==> src/hw/rtl/pkrp_pkg.sv <==
// Shared types and constants of the perf kernel symbol record parser.
package pkrp_pkg;

   // Result kinds.
   localparam logic [1:0] KIND_START = 2'd0;
   localparam logic [1:0] KIND_CHAR  = 2'd1;
   localparam logic [1:0] KIND_END   = 2'd2;
   localparam logic [1:0] KIND_ABORT = 2'd3;

   // Configuration register indexes.
   localparam int CSR_INDEX_W = 2;
   localparam logic [CSR_INDEX_W-1:0] CSR_MAX_RECORD_BYTES   = 2'd0;
   localparam logic [CSR_INDEX_W-1:0] CSR_SYMBOL_RECORD_TYPE = 2'd1;
   localparam int CSR_DATA_W = 32;

   localparam logic [15:0] MAX_RECORD_BYTES_RESET   = 16'd1024;
   localparam logic [31:0] SYMBOL_RECORD_TYPE_RESET = 32'd17;

   // Record layout, in byte positions from the start of the record.
   localparam logic [15:0] HEADER_BYTES    = 16'd8;
   localparam logic [15:0] SIZE_LAST_POS   = 16'd7;
   localparam logic [15:0] FLAGS_POS       = 16'd22;
   localparam logic [15:0] START_POS       = 16'd23;
   localparam logic [15:0] NAME_OFFSET     = 16'd24;

   // Name character filter bounds.
   localparam logic [7:0] CHAR_SPACE = 8'h20;
   localparam logic [7:0] CHAR_DEL   = 8'h7f;
   localparam logic [7:0] CHAR_COLON = 8'h3a;

   // Result queue geometry.
   localparam int FIFO_DEPTH = 4;
   localparam int FIFO_PTR_W = 2;
   localparam int FIFO_CNT_W = 3;

   typedef struct packed {
      logic [1:0]  kind;
      logic [63:0] sym_address;
      logic [31:0] sym_length;
      logic [15:0] sym_kind;
      logic [7:0]  name_char;
      logic        last;
   } rsp_item_type;

   // Up to two result words produced by one input byte, in order.
   typedef struct packed {
      logic [1:0]   count;
      rsp_item_type item0;
      rsp_item_type item1;
   } push_type;

endpackage

==> src/hw/rtl/pkrp_req_if.sv <==
// Input byte channel of the perf kernel symbol record parser.
interface pkrp_req_if;
   logic       valid;
   logic       ready;
   logic [7:0] data_byte;
   logic       window_end;

   modport source (output valid, output data_byte, output window_end, input ready);
   modport sink (input valid, input data_byte, input window_end, output ready);
endinterface

==> src/hw/rtl/pkrp_rsp_if.sv <==
// Result channel of the perf kernel symbol record parser.
interface pkrp_rsp_if;
   logic        valid;
   logic        ready;
   logic [1:0]  kind;
   logic [63:0] sym_address;
   logic [31:0] sym_length;
   logic [15:0] sym_kind;
   logic [7:0]  name_char;
   logic        last;

   modport source (output valid, output kind, output sym_address, output sym_length,
                   output sym_kind, output name_char, output last, input ready);
   modport sink (input valid, input kind, input sym_address, input sym_length,
                 input sym_kind, input name_char, input last, output ready);
endinterface

==> src/hw/rtl/perf_ksymbol_record_parser.sv <==
// Top level of the streaming parser for perf kernel symbol records.
//
// The req channel carries the record stream one byte per word, little-endian,
// with window_end set on the last byte currently available. The rsp channel
// carries result words: a symbol start with address, length and type, then
// one word per accepted name character, then an end word, or an abort word
// when the window closes in the middle of an open symbol.
// The csr port writes the largest accepted record size and the record type
// that marks a kernel symbol record; the user writes it only while the block
// is idle, which the block does not enforce. A byte is parsed in the cycle it
// is accepted and its results are written to the queue. One byte is accepted
// in every cycle while ready is high; a byte that closes a name with its last
// character yields two words, which leave one at a time. The four-word result
// queue sets the rate: req_if.ready is low while it holds more than two words,
// which happens only when the receiver stalls or two-word bytes pile up.
// Reset clears all parse state, empties the queue and returns both
// configuration registers to their defaults (1024 bytes, type 17).
// When the receiver stalls, words wait in the queue and input stops once the
// queue cannot take the worst case of two more words.
module perf_ksymbol_record_parser #(
   parameter int NAME_MAX_CHARS = 255
) (
   input  logic                                clock,
   input  logic                                reset,
   pkrp_req_if.sink                            req_if,
   pkrp_rsp_if.source                          rsp_if,
   input  logic                                csr_write_enable,
   input  logic [pkrp_pkg::CSR_INDEX_W-1:0]    csr_index,
   input  logic [pkrp_pkg::CSR_DATA_W-1:0]     csr_write_data
);

   localparam int NameCntW = $clog2(NAME_MAX_CHARS + 1);

   // Configuration registers.
   logic [15:0] max_record_bytes_ff;
   logic [31:0] symbol_record_type_ff;

   // Parse state of the current record.
   logic [15:0]         byte_position_ff, byte_position_in;
   logic [31:0]         header_type_ff, header_type_in;
   logic [15:0]         header_size_ff, header_size_in;
   logic [63:0]         address_acc_ff, address_acc_in;
   logic [31:0]         length_acc_ff, length_acc_in;
   logic [15:0]         symtype_acc_ff, symtype_acc_in;
   logic                unregister_bit_ff, unregister_bit_in;
   logic                symbol_open_ff, symbol_open_in;
   logic                name_stopped_ff, name_stopped_in;
   logic [NameCntW-1:0] name_count_ff, name_count_in;
   logic                halted_ff, halted_in;

   logic                   accept;
   logic                   space_ok;
   pkrp_pkg::push_type     push;
   pkrp_pkg::rsp_item_type out_item;

   assign req_if.ready = space_ok;
   assign accept       = req_if.valid && space_ok;

   always_ff @(posedge clock) begin
      if (reset) begin
         max_record_bytes_ff   <= pkrp_pkg::MAX_RECORD_BYTES_RESET;
         symbol_record_type_ff <= pkrp_pkg::SYMBOL_RECORD_TYPE_RESET;
      end else if (csr_write_enable) begin
         if (csr_index == pkrp_pkg::CSR_MAX_RECORD_BYTES) begin
            max_record_bytes_ff <= csr_write_data[15:0];
         end else if (csr_index == pkrp_pkg::CSR_SYMBOL_RECORD_TYPE) begin
            symbol_record_type_ff <= csr_write_data;
         end
      end
   end

   // Per-byte parse step. The size check and the end-of-record test use the
   // header size as updated by the current byte, so they see the size byte
   // that arrives in the same word.
   always_comb begin
      logic [7:0]  b;
      logic        we;
      logic [15:0] pos;
      logic [16:0] pos_inc;
      logic        clear_rec;
      logic        bad_size;
      logic        complete;
      logic        start;
      logic        name_ev;
      logic        bad_char;
      logic        emit_char;
      logic        close_ev;
      pkrp_pkg::rsp_item_type start_item;
      pkrp_pkg::rsp_item_type char_item;
      pkrp_pkg::rsp_item_type close_item;

      b       = req_if.data_byte;
      we      = req_if.window_end;
      pos     = byte_position_ff;
      pos_inc = {1'b0, pos} + 17'd1;

      byte_position_in  = byte_position_ff;
      header_type_in    = header_type_ff;
      header_size_in    = header_size_ff;
      address_acc_in    = address_acc_ff;
      length_acc_in     = length_acc_ff;
      symtype_acc_in    = symtype_acc_ff;
      unregister_bit_in = unregister_bit_ff;
      symbol_open_in    = symbol_open_ff;
      name_stopped_in   = name_stopped_ff;
      name_count_in     = name_count_ff;
      halted_in         = halted_ff;

      clear_rec = 1'b0;
      bad_size  = 1'b0;
      complete  = 1'b0;
      start     = 1'b0;
      name_ev   = 1'b0;
      emit_char = 1'b0;
      close_ev  = 1'b0;
      bad_char  = (b <= pkrp_pkg::CHAR_SPACE) || (b >= pkrp_pkg::CHAR_DEL)
                  || (b == pkrp_pkg::CHAR_COLON);
      push      = '0;

      start_item             = '0;
      start_item.kind        = pkrp_pkg::KIND_START;
      start_item.sym_address = address_acc_ff;
      start_item.sym_length  = length_acc_ff;
      start_item.sym_kind    = symtype_acc_ff;
      char_item              = '0;
      char_item.kind         = pkrp_pkg::KIND_CHAR;
      char_item.name_char    = b;
      close_item             = '0;
      close_item.last        = 1'b1;

      if (accept) begin
         if (halted_ff) begin
            // Skip everything up to the next window end.
            if (we) begin
               clear_rec = 1'b1;
               halted_in = 1'b0;
            end
         end else begin
            for (int i = 0; i < 4; i++) begin
               if (pos == 16'(i)) header_type_in[8*i +: 8] = b;
            end
            for (int i = 0; i < 2; i++) begin
               if (pos == 16'(6 + i)) header_size_in[8*i +: 8] = b;
            end
            for (int i = 0; i < 8; i++) begin
               if (pos == 16'(8 + i)) address_acc_in[8*i +: 8] = b;
            end
            for (int i = 0; i < 4; i++) begin
               if (pos == 16'(16 + i)) length_acc_in[8*i +: 8] = b;
            end
            for (int i = 0; i < 2; i++) begin
               if (pos == 16'(20 + i)) symtype_acc_in[8*i +: 8] = b;
            end
            if (pos == pkrp_pkg::FLAGS_POS) unregister_bit_in = b[0];

            bad_size = (pos == pkrp_pkg::SIZE_LAST_POS)
                       && ((header_size_in < pkrp_pkg::HEADER_BYTES)
                           || (header_size_in > max_record_bytes_ff));

            if (bad_size) begin
               clear_rec = 1'b1;
               halted_in = !we;
            end else begin
               complete = (pos >= pkrp_pkg::SIZE_LAST_POS)
                          && (pos_inc == {1'b0, header_size_in});
               start = (pos == pkrp_pkg::START_POS) && !we
                       && (header_type_ff == symbol_record_type_ff)
                       && (header_size_ff > pkrp_pkg::NAME_OFFSET)
                       && !unregister_bit_ff && (address_acc_ff != 64'd0);
               if (start) symbol_open_in = 1'b1;

               name_ev = (pos >= pkrp_pkg::NAME_OFFSET) && symbol_open_ff
                         && !name_stopped_ff && (complete || !we);
               emit_char = name_ev && !bad_char
                           && (name_count_ff < NameCntW'(NAME_MAX_CHARS));
               if (emit_char) begin
                  name_count_in = name_count_ff + NameCntW'(1);
               end else if (name_ev) begin
                  name_stopped_in = 1'b1;
               end

               // A record end or a window cut-off closes an open symbol.
               close_ev = (complete || we) && symbol_open_in;
               close_item.kind = complete ? pkrp_pkg::KIND_END : pkrp_pkg::KIND_ABORT;

               if (complete || we) begin
                  clear_rec = 1'b1;
               end else begin
                  byte_position_in = pos_inc[15:0];
               end

               // Start never shares a byte with a name character or a close.
               priority if (start) begin
                  push.count = 2'd1;
                  push.item0 = start_item;
               end else if (emit_char) begin
                  push.count = close_ev ? 2'd2 : 2'd1;
                  push.item0 = char_item;
                  push.item1 = close_item;
               end else if (close_ev) begin
                  push.count = 2'd1;
                  push.item0 = close_item;
               end else begin
                  push.count = 2'd0;
               end
            end
         end
      end

      if (clear_rec) begin
         byte_position_in  = '0;
         header_type_in    = '0;
         header_size_in    = '0;
         address_acc_in    = '0;
         length_acc_in     = '0;
         symtype_acc_in    = '0;
         unregister_bit_in = 1'b0;
         symbol_open_in    = 1'b0;
         name_stopped_in   = 1'b0;
         name_count_in     = '0;
      end
   end

   always_ff @(posedge clock) begin
      if (reset) begin
         byte_position_ff  <= '0;
         header_type_ff    <= '0;
         header_size_ff    <= '0;
         address_acc_ff    <= '0;
         length_acc_ff     <= '0;
         symtype_acc_ff    <= '0;
         unregister_bit_ff <= 1'b0;
         symbol_open_ff    <= 1'b0;
         name_stopped_ff   <= 1'b0;
         name_count_ff     <= '0;
         halted_ff         <= 1'b0;
      end else begin
         byte_position_ff  <= byte_position_in;
         header_type_ff    <= header_type_in;
         header_size_ff    <= header_size_in;
         address_acc_ff    <= address_acc_in;
         length_acc_ff     <= length_acc_in;
         symtype_acc_ff    <= symtype_acc_in;
         unregister_bit_ff <= unregister_bit_in;
         symbol_open_ff    <= symbol_open_in;
         name_stopped_ff   <= name_stopped_in;
         name_count_ff     <= name_count_in;
         halted_ff         <= halted_in;
      end
   end

   // The queue holds finished words so parsing continues while rsp stalls.
   pkrp_result_fifo u_result_fifo (
      .clock     (clock),
      .reset     (reset),
      .push      (push),
      .space_ok  (space_ok),
      .out_valid (rsp_if.valid),
      .out_item  (out_item),
      .out_ready (rsp_if.ready)
   );

   assign rsp_if.kind        = out_item.kind;
   assign rsp_if.sym_address = out_item.sym_address;
   assign rsp_if.sym_length  = out_item.sym_length;
   assign rsp_if.sym_kind    = out_item.sym_kind;
   assign rsp_if.name_char   = out_item.name_char;
   assign rsp_if.last        = out_item.last;

endmodule

==> src/hw/rtl/pkrp_result_fifo.sv <==
// Small result queue that takes up to two words per cycle and gives one.
module pkrp_result_fifo (
   input  logic                   clock,
   input  logic                   reset,
   input  pkrp_pkg::push_type     push,
   output logic                   space_ok,
   output logic                   out_valid,
   output pkrp_pkg::rsp_item_type out_item,
   input  logic                   out_ready
);

   pkrp_pkg::rsp_item_type mem_ff [pkrp_pkg::FIFO_DEPTH];
   logic [pkrp_pkg::FIFO_PTR_W-1:0] wr_ptr_ff, wr_ptr_in;
   logic [pkrp_pkg::FIFO_PTR_W-1:0] rd_ptr_ff, rd_ptr_in;
   logic [pkrp_pkg::FIFO_CNT_W-1:0] count_ff, count_in;
   logic                            pop;

   assign out_valid = (count_ff != '0);
   assign out_item  = mem_ff[rd_ptr_ff];
   assign pop       = out_valid && out_ready;
   // Room for the worst case of two words from the next byte.
   assign space_ok  = (count_ff <= pkrp_pkg::FIFO_CNT_W'(pkrp_pkg::FIFO_DEPTH - 2));

   always_comb begin
      wr_ptr_in = wr_ptr_ff + pkrp_pkg::FIFO_PTR_W'(push.count);
      rd_ptr_in = rd_ptr_ff + pkrp_pkg::FIFO_PTR_W'(pop);
      count_in  = count_ff + pkrp_pkg::FIFO_CNT_W'(push.count)
                  - pkrp_pkg::FIFO_CNT_W'(pop);
   end

   always_ff @(posedge clock) begin
      if (reset) begin
         wr_ptr_ff <= '0;
         rd_ptr_ff <= '0;
         count_ff  <= '0;
      end else begin
         wr_ptr_ff <= wr_ptr_in;
         rd_ptr_ff <= rd_ptr_in;
         count_ff  <= count_in;
      end
   end

   always_ff @(posedge clock) begin
      if (push.count != 2'd0) begin
         mem_ff[wr_ptr_ff] <= push.item0;
      end
      if (push.count == 2'd2) begin
         mem_ff[wr_ptr_ff + pkrp_pkg::FIFO_PTR_W'(1)] <= push.item1;
      end
   end

endmodule

==> src/flat_wrapper.sv <==
// flat-port wrapper written by rule: the top's interface ports become plain ports
module perf_ksymbol_record_parser_flat 
#(
   parameter int NAME_MAX_CHARS = 255
)
  (clock, reset, csr_write_enable, csr_index, csr_write_data, req_if_valid, req_if_data_byte, req_if_window_end, req_if_ready, rsp_if_valid, rsp_if_kind, rsp_if_sym_address, rsp_if_sym_length, rsp_if_sym_kind, rsp_if_name_char, rsp_if_last, rsp_if_ready);
  pkrp_req_if req_if_i ();
  pkrp_rsp_if rsp_if_i ();
  input  logic clock;
  input  logic reset;
  input  logic csr_write_enable;
  input  logic [pkrp_pkg::CSR_INDEX_W-1:0] csr_index;
  input  logic [pkrp_pkg::CSR_DATA_W-1:0] csr_write_data;
  input wire logic [$bits(req_if_i.valid)-1:0] req_if_valid;
  input wire logic [$bits(req_if_i.data_byte)-1:0] req_if_data_byte;
  input wire logic [$bits(req_if_i.window_end)-1:0] req_if_window_end;
  output wire logic [$bits(req_if_i.ready)-1:0] req_if_ready;
  output wire logic [$bits(rsp_if_i.valid)-1:0] rsp_if_valid;
  output wire logic [$bits(rsp_if_i.kind)-1:0] rsp_if_kind;
  output wire logic [$bits(rsp_if_i.sym_address)-1:0] rsp_if_sym_address;
  output wire logic [$bits(rsp_if_i.sym_length)-1:0] rsp_if_sym_length;
  output wire logic [$bits(rsp_if_i.sym_kind)-1:0] rsp_if_sym_kind;
  output wire logic [$bits(rsp_if_i.name_char)-1:0] rsp_if_name_char;
  output wire logic [$bits(rsp_if_i.last)-1:0] rsp_if_last;
  input wire logic [$bits(rsp_if_i.ready)-1:0] rsp_if_ready;
  assign req_if_i.valid = req_if_valid;
  assign req_if_i.data_byte = req_if_data_byte;
  assign req_if_i.window_end = req_if_window_end;
  assign req_if_ready = req_if_i.ready;
  assign rsp_if_valid = rsp_if_i.valid;
  assign rsp_if_kind = rsp_if_i.kind;
  assign rsp_if_sym_address = rsp_if_i.sym_address;
  assign rsp_if_sym_length = rsp_if_i.sym_length;
  assign rsp_if_sym_kind = rsp_if_i.sym_kind;
  assign rsp_if_name_char = rsp_if_i.name_char;
  assign rsp_if_last = rsp_if_i.last;
  assign rsp_if_i.ready = rsp_if_ready;
  perf_ksymbol_record_parser #(.NAME_MAX_CHARS(NAME_MAX_CHARS)) u_core (.clock(clock), .reset(reset), .req_if(req_if_i), .rsp_if(rsp_if_i), .csr_write_enable(csr_write_enable), .csr_index(csr_index), .csr_write_data(csr_write_data));
endmodule
==> config.mk <==
export PLATFORM = sky130hd
export DESIGN_NAME = perf_ksymbol_record_parser_flat
export DESIGN_NICKNAME = d
export VERILOG_FILES = /design/src/hw/rtl/pkrp_pkg.sv /design/src/hw/rtl/pkrp_req_if.sv /design/src/hw/rtl/pkrp_rsp_if.sv /design/src/hw/rtl/perf_ksymbol_record_parser.sv /design/src/hw/rtl/pkrp_result_fifo.sv /design/src/flat_wrapper.sv
export SDC_FILE = /design/constraint.sdc
export NUM_CORES = 1
export LEC_CHECK = 0
export ABC_AREA = 1
export BUFFER_PORTS_ARGS = -buffer_cell sky130_fd_sc_hd__buf_2
export CAP_MARGIN = 20
export CORE_AREA = 2 2 309 311
export DETAILED_ROUTE_END_ITERATION = 7
export DIE_AREA = 0 0 311 313
export SYNTH_ARGS = -nofsm -noshare
export SYNTH_HDL_FRONTEND = slang
export SYNTH_SLANG_ARGS = --single-unit
==> constraint.sdc <==
create_clock -name clock -period 7.9 [get_ports clock]
set_input_delay 1.58 -clock clock [delete_from_list [all_inputs] [get_ports clock]]
set_output_delay 1.58 -clock clock [all_outputs]
set_load 0.01 [all_outputs]
After elaboration in Yosys (flattened, before gate mapping):

Memory sizes are Yosys's and may differ from the RTL's. A register that Yosys moved wholly into a read port is not among the register bits.
Index checks and enable logic that the tools add are counted.

* RAM bits: 492
* logic and storage cells: 168
* bits in read-only memories: 0
* bits in latches: 0
* register bits: 243
* output and inout bits: 125
* memories: 1

Memory list
* u_core.u_result_fifo.mem_ff: depth 4, width 123, rd ports 1, clocked after Yosys merged registers in 1, wr ports 2, RTL line pkrp_result_fifo.sv:12 `pkrp_pkg::rsp_item_type mem_ff [pkrp_pkg::FIFO_DEPTH];`

* $lt $le $gt $ge: 9
* divide/modulo/power cells: 0
* shift operators: 0
* $mul: 0
* bitwise logic cells: 5
* equal/unequal tests: 26
* muxes and demuxes: 34
* reductions and logical operators: 56
* $add $sub $neg: 7

Operators with widths (number)
* 248-bit 2-to-1 mux: 3
* 123-bit 2-to-1 mux: 3
* 125-bit 2-to-1 mux: 2
* 16-bit by 4-bit equality test with 1-bit output, second input constant: 8
* 16-bit by 5-bit equality test with 1-bit output, second input constant: 8
* 64-bit nonzero test: 1
* 3-bit AND reduction: 21
* 8-bit 2-to-1 mux: 6
* 16-bit by 2-bit equality test with 1-bit output, second input constant: 2
* 16-bit by 3-bit equality test with 1-bit output, second input constant: 2
* 32-bit equality test: 1
* 1-bit 2-to-1 mux: 18
* 16-bit by 1-bit adder with 17-bit output, second input constant: 1
* 17-bit by 16-bit equality test with 1-bit output: 1
* 16-bit by 1-bit equality test with 1-bit output, second input constant: 1
* 16-bit by 3-bit >= comparator with 1-bit output, second input constant: 1
* 16-bit by 5-bit >= comparator with 1-bit output, second input constant: 1
* 16-bit > comparator: 1
* 16-bit by 5-bit > comparator with 1-bit output, second input constant: 1
* 16-bit logical NOT: 1
* 16-bit by 4-bit < comparator with 1-bit output, second input constant: 1
* 1-bit logical AND: 15
* 8-bit by 1-bit adder with 8-bit output, second input constant: 1
* 8-bit by 6-bit equality test with 1-bit output, second input constant: 1
* 22 further kinds: 36

Depth between registers and ports, before layout:

* depth after elaboration: 20
* depth in mapped cells: 30

Hierarchy:

A second synthesis with hierarchy kept.

* cell total of the unflattened synthesis: 4254
* area total of the unflattened synthesis: 35676.7 sq um

Modules (own cells, without submodules)
* pkrp_result_fifo: times used 1, cells an instance 2469, area each 23696.5 sq um
* perf_ksymbol_record_parser: times used 1, cells an instance 1785, area each 11980.2 sq um

Worst setup path before layout:

Ideal clock, no wire load.

* path type: input to register
* start point: input req_if_data_byte[2]
* end point: register u_core.u_result_fifo.count_ff[2] (netlist name)
* buffers on the path: 1
* cell stages on the path: 17
* arrival time: 4.755 ns
* setup slack: 3.019 ns
* cells stage by stage: clkbuf_1 -> o21ai_0 -> o21ai_0 -> nand2_1 -> a221oi_1 -> nand3_1 -> inv_1 -> ha_1 -> o21ai_4 -> ha_1 -> inv_1 -> ha_1 -> inv_1 -> fa_1 -> xor2_1 -> inv_1 -> nor2_1

* cells in the longest elaborated chain, start to end: 16
* elaborated cells on any way between the ends: 33
* classes of those cells: add/sub (2); order compare (4); eq/ne (2); mux (13); reduce/logical (12)

RTL lines
* start: declaration: RTL line flat_wrapper.sv:15 `input wire logic [$bits(req_if_i.data_byte)-1:0] req_if_data_byte;`
* 8-bit 2-to-1 mux: RTL line perf_ksymbol_record_parser.sv:143 `if (pos == 16'(6 + i)) header_size_in[8*i +: 8] = b;`
* 8-bit 2-to-1 mux: RTL line perf_ksymbol_record_parser.sv:132 `if (halted_ff) begin`
* 8-bit 2-to-1 mux: RTL line perf_ksymbol_record_parser.sv:131 `if (accept) begin`
* 17-bit by 16-bit equality test with 1-bit output: RTL line perf_ksymbol_record_parser.sv:165 `&& (pos_inc == {1'b0, header_size_in});`
* 1-bit logical AND: RTL line perf_ksymbol_record_parser.sv:165
* 1-bit logical OR: RTL line perf_ksymbol_record_parser.sv:173 `&& !name_stopped_ff && (complete || !we);`
* 1-bit logical AND: RTL line perf_ksymbol_record_parser.sv:173
* 1-bit logical AND: RTL line perf_ksymbol_record_parser.sv:174 `emit_char = name_ev && !bad_char`
* 1-bit logical AND: RTL line perf_ksymbol_record_parser.sv:175 `&& (name_count_ff < NameCntW'(NAME_MAX_CHARS));`
* 125-bit 2-to-1 mux: RTL line perf_ksymbol_record_parser.sv:196 `end else if (emit_char) begin`
* 125-bit 2-to-1 mux: RTL line perf_ksymbol_record_parser.sv:193 `priority if (start) begin`
* 248-bit 2-to-1 mux *: RTL line perf_ksymbol_record_parser.sv:160 `if (bad_size) begin`
* 248-bit 2-to-1 mux *: RTL line perf_ksymbol_record_parser.sv:132
* 248-bit 2-to-1 mux *: RTL line perf_ksymbol_record_parser.sv:131
* 3-bit by 2-bit adder with 3-bit output *: RTL line pkrp_result_fifo.sv:27 `count_in = count_ff + pkrp_pkg::FIFO_CNT_W'(push.count)`
* 3-bit by 1-bit subtractor with 3-bit output *: RTL line pkrp_result_fifo.sv:28 `- pkrp_pkg::FIFO_CNT_W'(pop);`
* end signal: assignment: RTL line pkrp_result_fifo.sv:39 `count_ff <= count_in;`
* end: declaration: RTL line pkrp_result_fifo.sv:15 `logic [pkrp_pkg::FIFO_CNT_W-1:0] count_ff, count_in;`

Every way passes the cells marked *; elsewhere a longest branch is shown, timed or not. The select of a mux whose other input is x is not followed.
A chain may end at the register's enable or synchronous reset.

==> flow_summary.toml <==
[min_path]
hold_depth = 2
holdCritStartpoint = "u_core.u_result_fifo.mem_ff[1][8]"
hp-class = "reg2reg"
min_to = "u_core.u_result_fifo.mem_ff[1][8]"

[layout]
final_area_mm2 = 0.0381
antenna_cells = 0
syn2layout_area_growth_pct = 13.1
num-nets-final = 4996
fin_util_pct = 40.4
drive_above_1_share_pct = 9.38

[timing]
hold_viol_final = 0
tns_ns = 0
fin_hold_ws_ns = 0.438
rsz0062_at_grt = "no"
final-setup-viol-count = 0
clock.fmax_ghz = 0.174
tightest_slew_ns = 1.16
drv_slew = 0
min_period_over_period_pct = 72.6
fin_skew_ns = 0.0408
min_period_ns = 5.74
relSlewSlack_pct = 22.6

[setup_path]
max_stage_delay_ns = 0.67
reg2reg_to = "u_core.u_result_fifo.mem_ff[0][25]"
reg2reg_from = "u_core.byte_position_ff[0]"
path_cells = "buf_2 -> buf_4 -> inv_1 -> nand3_1 -> nand2_2 -> nand2_1 -> nand2_1 -> nor2_1 -> nand2_1 -> nor2_1 -> nand4_2 -> nand2_2 -> o21a_1 -> ha_1 -> inv_1 -> nor2_1 -> nand4_4 -> nor2_2 -> nand2_8 -> buf_4 -> nand3_1 -> nand2_1"
path_buf_inv = 5
worstSetupStartpoint = "req_if_data_byte[2]"
arrival_ns = 6.25
cp_data_required_time_ns = 8.42
r2r_slack_ns = 2.32
critPathKind = "in2reg"
worst_r2r_path_depth = 24
cp-start-kind = "input pin"
critPathMaxFanout = 79
end_kind = "register"
cp_common_cell = "nand2_1"
crit_family = "simple AND/OR/NAND/NOR gates"
slowest_stage = "nor2_2"

[routing]
drt_iter0_markers = 2760
wl_per_cell_um = 18.5
drt_wl_total_mm = 116
drc_errors = 0
viasPerCell = 5.22
vias = 32600
drtAntennaViolNets = 0
firstDrtPassIters = 8

[clocking]
htreeDepth = 3
cts_buffer_depth = 3
post_cts_resize_count = 0
postCtsHoldBufs = 0
cts.reportedPaths.clkPinSlew_ns = 0.05
cts_root_buf = "clkbuf_16"
numCtsBuffers = 84
cts_tree = "built"
clk_latency_ns = 0.66
post-cts-setup-buffers = 0
cts.sink_count = 731

[yosys]
synth_xor_area_share_pct = 0.703
yosysTopAreaCell = "dfxtp_1"
ys_ff_latch = 731
yosysUniqueCellTypes = 50
synth.most_common_cell = "nand2_1"
synth_compound_area_share_pct = 10.8
ys.flop_type = "dfxtp_1"
syn_area_mm2 = 0.0336
ys_top_cells_by_count = "nand2_1 (1259), nor2_1 (833), dfxtp_1 (723)"
synthMuxAreaShare_pct = 0
ys_top_cells_by_area = "dfxtp_1 (43%), nand2_1 (14%), nor2_1 (9.3%)"
avgSynthCellArea_um2 = 6.80
synthSimpleGateAreaFrac_pct = 35.5
synth_top_family_by_area = "simple AND/OR/NAND/NOR gates"
yosysSeqAreaShare_pct = 43.8
synthCells = 4948
synth_edf_count = 8
synth-adder-area-share_pct = 1.06
synth-warning-count = 0
synth_fp_nets = 5024
synthArstFlopShare_pct = 0
yosys.area.top_type_share_pct = 43.0

[floorplanning]
die_h_um = 313
start_util_pct = 35.7
die_area_mm2 = 0.0973
io_pins = 173
fp.dieW_um = 311
placeableCoreArea_mm2 = 0.0942
num_rows = 113

[power]
power_switching_mw = 3.34
p_sw_share_pct = 32.9
power.internal_mw = 6.79
comb_power_share_pct = 22.5
cellPowerDensity_mw_per_mm2 = 266
peakVddDrop_mv = 0.150
p_seq_share_pct = 38.0
cellLeakagePower_nw = 17.0
pwr-share-clk_pct = 39.5
finalPower_mw = 10.1

[grt]
antenna_found_initial = 1
grt_pass1_wl_mm = 177
grt_overflow = 0
grt_max_degree = 155
grt_usage_pct = 22.8
grt_pass1_vias = 30200

[placement]
io_buffer_count = 172
hpwl_mm = 66.9
place_area_mm2 = 0.0352
gp_congestion = 0.900

[run_status]
status = "complete, no violations"

[run]
max_cap_violations = 0
==> power by group through the flow <==
stage / clock [mW] / combinational (mW) / sequential, mW
2_1_floorplan: 0 / 1.41 / 3.84
3_3_place_gp: 0 / 2.29 / 3.93
3_5_place_dp: 0 / 2.28 / 3.93
4_1_cts: 4.06 / 2.29 / 3.85
5_1_grt: 4.23 / 2.48 / 3.86
6_report: 4.01 / 2.28 / 3.85
==> placed cells by master (no fill, tap or decap), types with 4 or more instances in the layout <==
master,Yosys,final
a21oi_1,216,216
buf_12,0,8
buf_2,155,172
buf_4,21,49
buf_6,7,4
bufinv_16,0,7
clkbuf_1,160,13
clkbuf_16,0,85
clkbuf_8,0,15
clkinv_2,1,27
clkinv_8,0,4
dfxtp_1,723,721
edfxtp_1,8,8
ha_1,27,27
inv_1,290,289
inv_4,1,5
nand2_1,1259,1254
nand2_2,13,11
nand2_4,9,11
nand2_8,1,6
nand3_1,564,564
nand3b_1,5,5
nand4_1,63,63
nor2_1,833,833
nor2_2,16,16
nor2_4,6,6
nor3_1,35,26
nor3_2,0,9
nor4_1,10,6
nor4_2,0,4
o21ai_0,331,331
o22ai_1,122,122
or2_2,7,7
xnor2_1,7,7
xor2_1,20,20
==> worst max-delay path by stage <==
stage | endpoint | slack [ns] | cells after the start
final | u_core.u_result_fifo.mem_ff[0][25] | 2.16 | 22
after global routing | u_core.u_result_fifo.mem_ff[2][24] | 1.87 | 21
after CTS | rsp_if_kind[1] | 2.23 | 5
after detailed placement | u_core.u_result_fifo.mem_ff[0][24] | 1.63 | 22
after global placement | u_core.u_result_fifo.mem_ff[0][45] | 1.68 | 22
after floorplan | u_core.u_result_fifo.count_ff[2] | 3.02 | 17
==> per-layer routing <==
| layer | global-route usage (%) | share of wire [%] | vias up |
|---|---|---|---|
| met1 | 31.6 | 45 | 15300 |
| met4 | 6.77 | 2.2 | 0 |
| met2 | 37.0 | 45 | 1194 |
| met3 | 3.08 | 7.4 | 165 |
| li1 | - | - | 15900 |
| met5 | 0 | 0 | - |
==> area by class of cell <==
class / count / area [µm²]
clock buffer: 113 / 2380
clock inverter: 40 / 465
tap: 1265 / 1580
inverter: 300 / 1150
multi-input combinational: 3570 / 16300
timing repair buffer: 233 / 1430
sequential: 731 / 14700
fill: 10000 / 56100
==> kinds of logic after synthesis <==
| logic type | count (synthesis) |
|---|---|
| and+or+nand+nor | 2831 |
| DFF | 731 |
| AOI/OAI and AO/OA | 684 |
| buffers and inverters | 647 |
| adders and majority gates | 28 |
| xor gates and xnor gates | 27 |
==> worst register-to-register path: stages, from the launching register on <==
cell     delay [ns]
dfxtp_1        0.37
inv_1          0.18
ha_1           0.24
nand3_4        0.12
nor2_8         0.28
nand2_4        0.16
nand2_1        0.14
nand2_1        0.15
nand2_1        0.10
nand2_1        0.05
nor2_1         0.07
nand2_1        0.06
nor2_1         0.15
nand4_2        0.22
nand2_2        0.33
o21a_1         0.21
ha_1           0.16
inv_1          0.04
nor2_1         0.21
nand4_4        0.23
nor2_2         0.67
nand2_8        0.61
buf_4          0.52
nand3_1        0.12
nand2_1        0.06
==> metrics by stage <==
stage / cells / worst slack, ns
after floorplan: 4948 / 3.02
after global placement: 6095 / 1.68
after detailed placement: 6096 / 1.63
after CTS: 6249 / 2.23
after global routing: 6252 / 1.87
final: 6252 / 2.16
==> registers in the layout, summed over array words and instances, names as in the netlist, 3 cells and up <==
name	cells
u_core.address_acc_ff	64
u_core.header_type_ff	32
u_core.symtype_acc_ff	16
u_core.u_result_fifo.mem_ff	488
u_core.symbol_record_type_ff	32
u_core.length_acc_ff	32
u_core.u_result_fifo.count_ff	3
u_core.header_size_ff	16
u_core.byte_position_ff	16
u_core.max_record_bytes_ff	16
u_core.name_count_ff	8
Power figures use the tool's default switching activity.
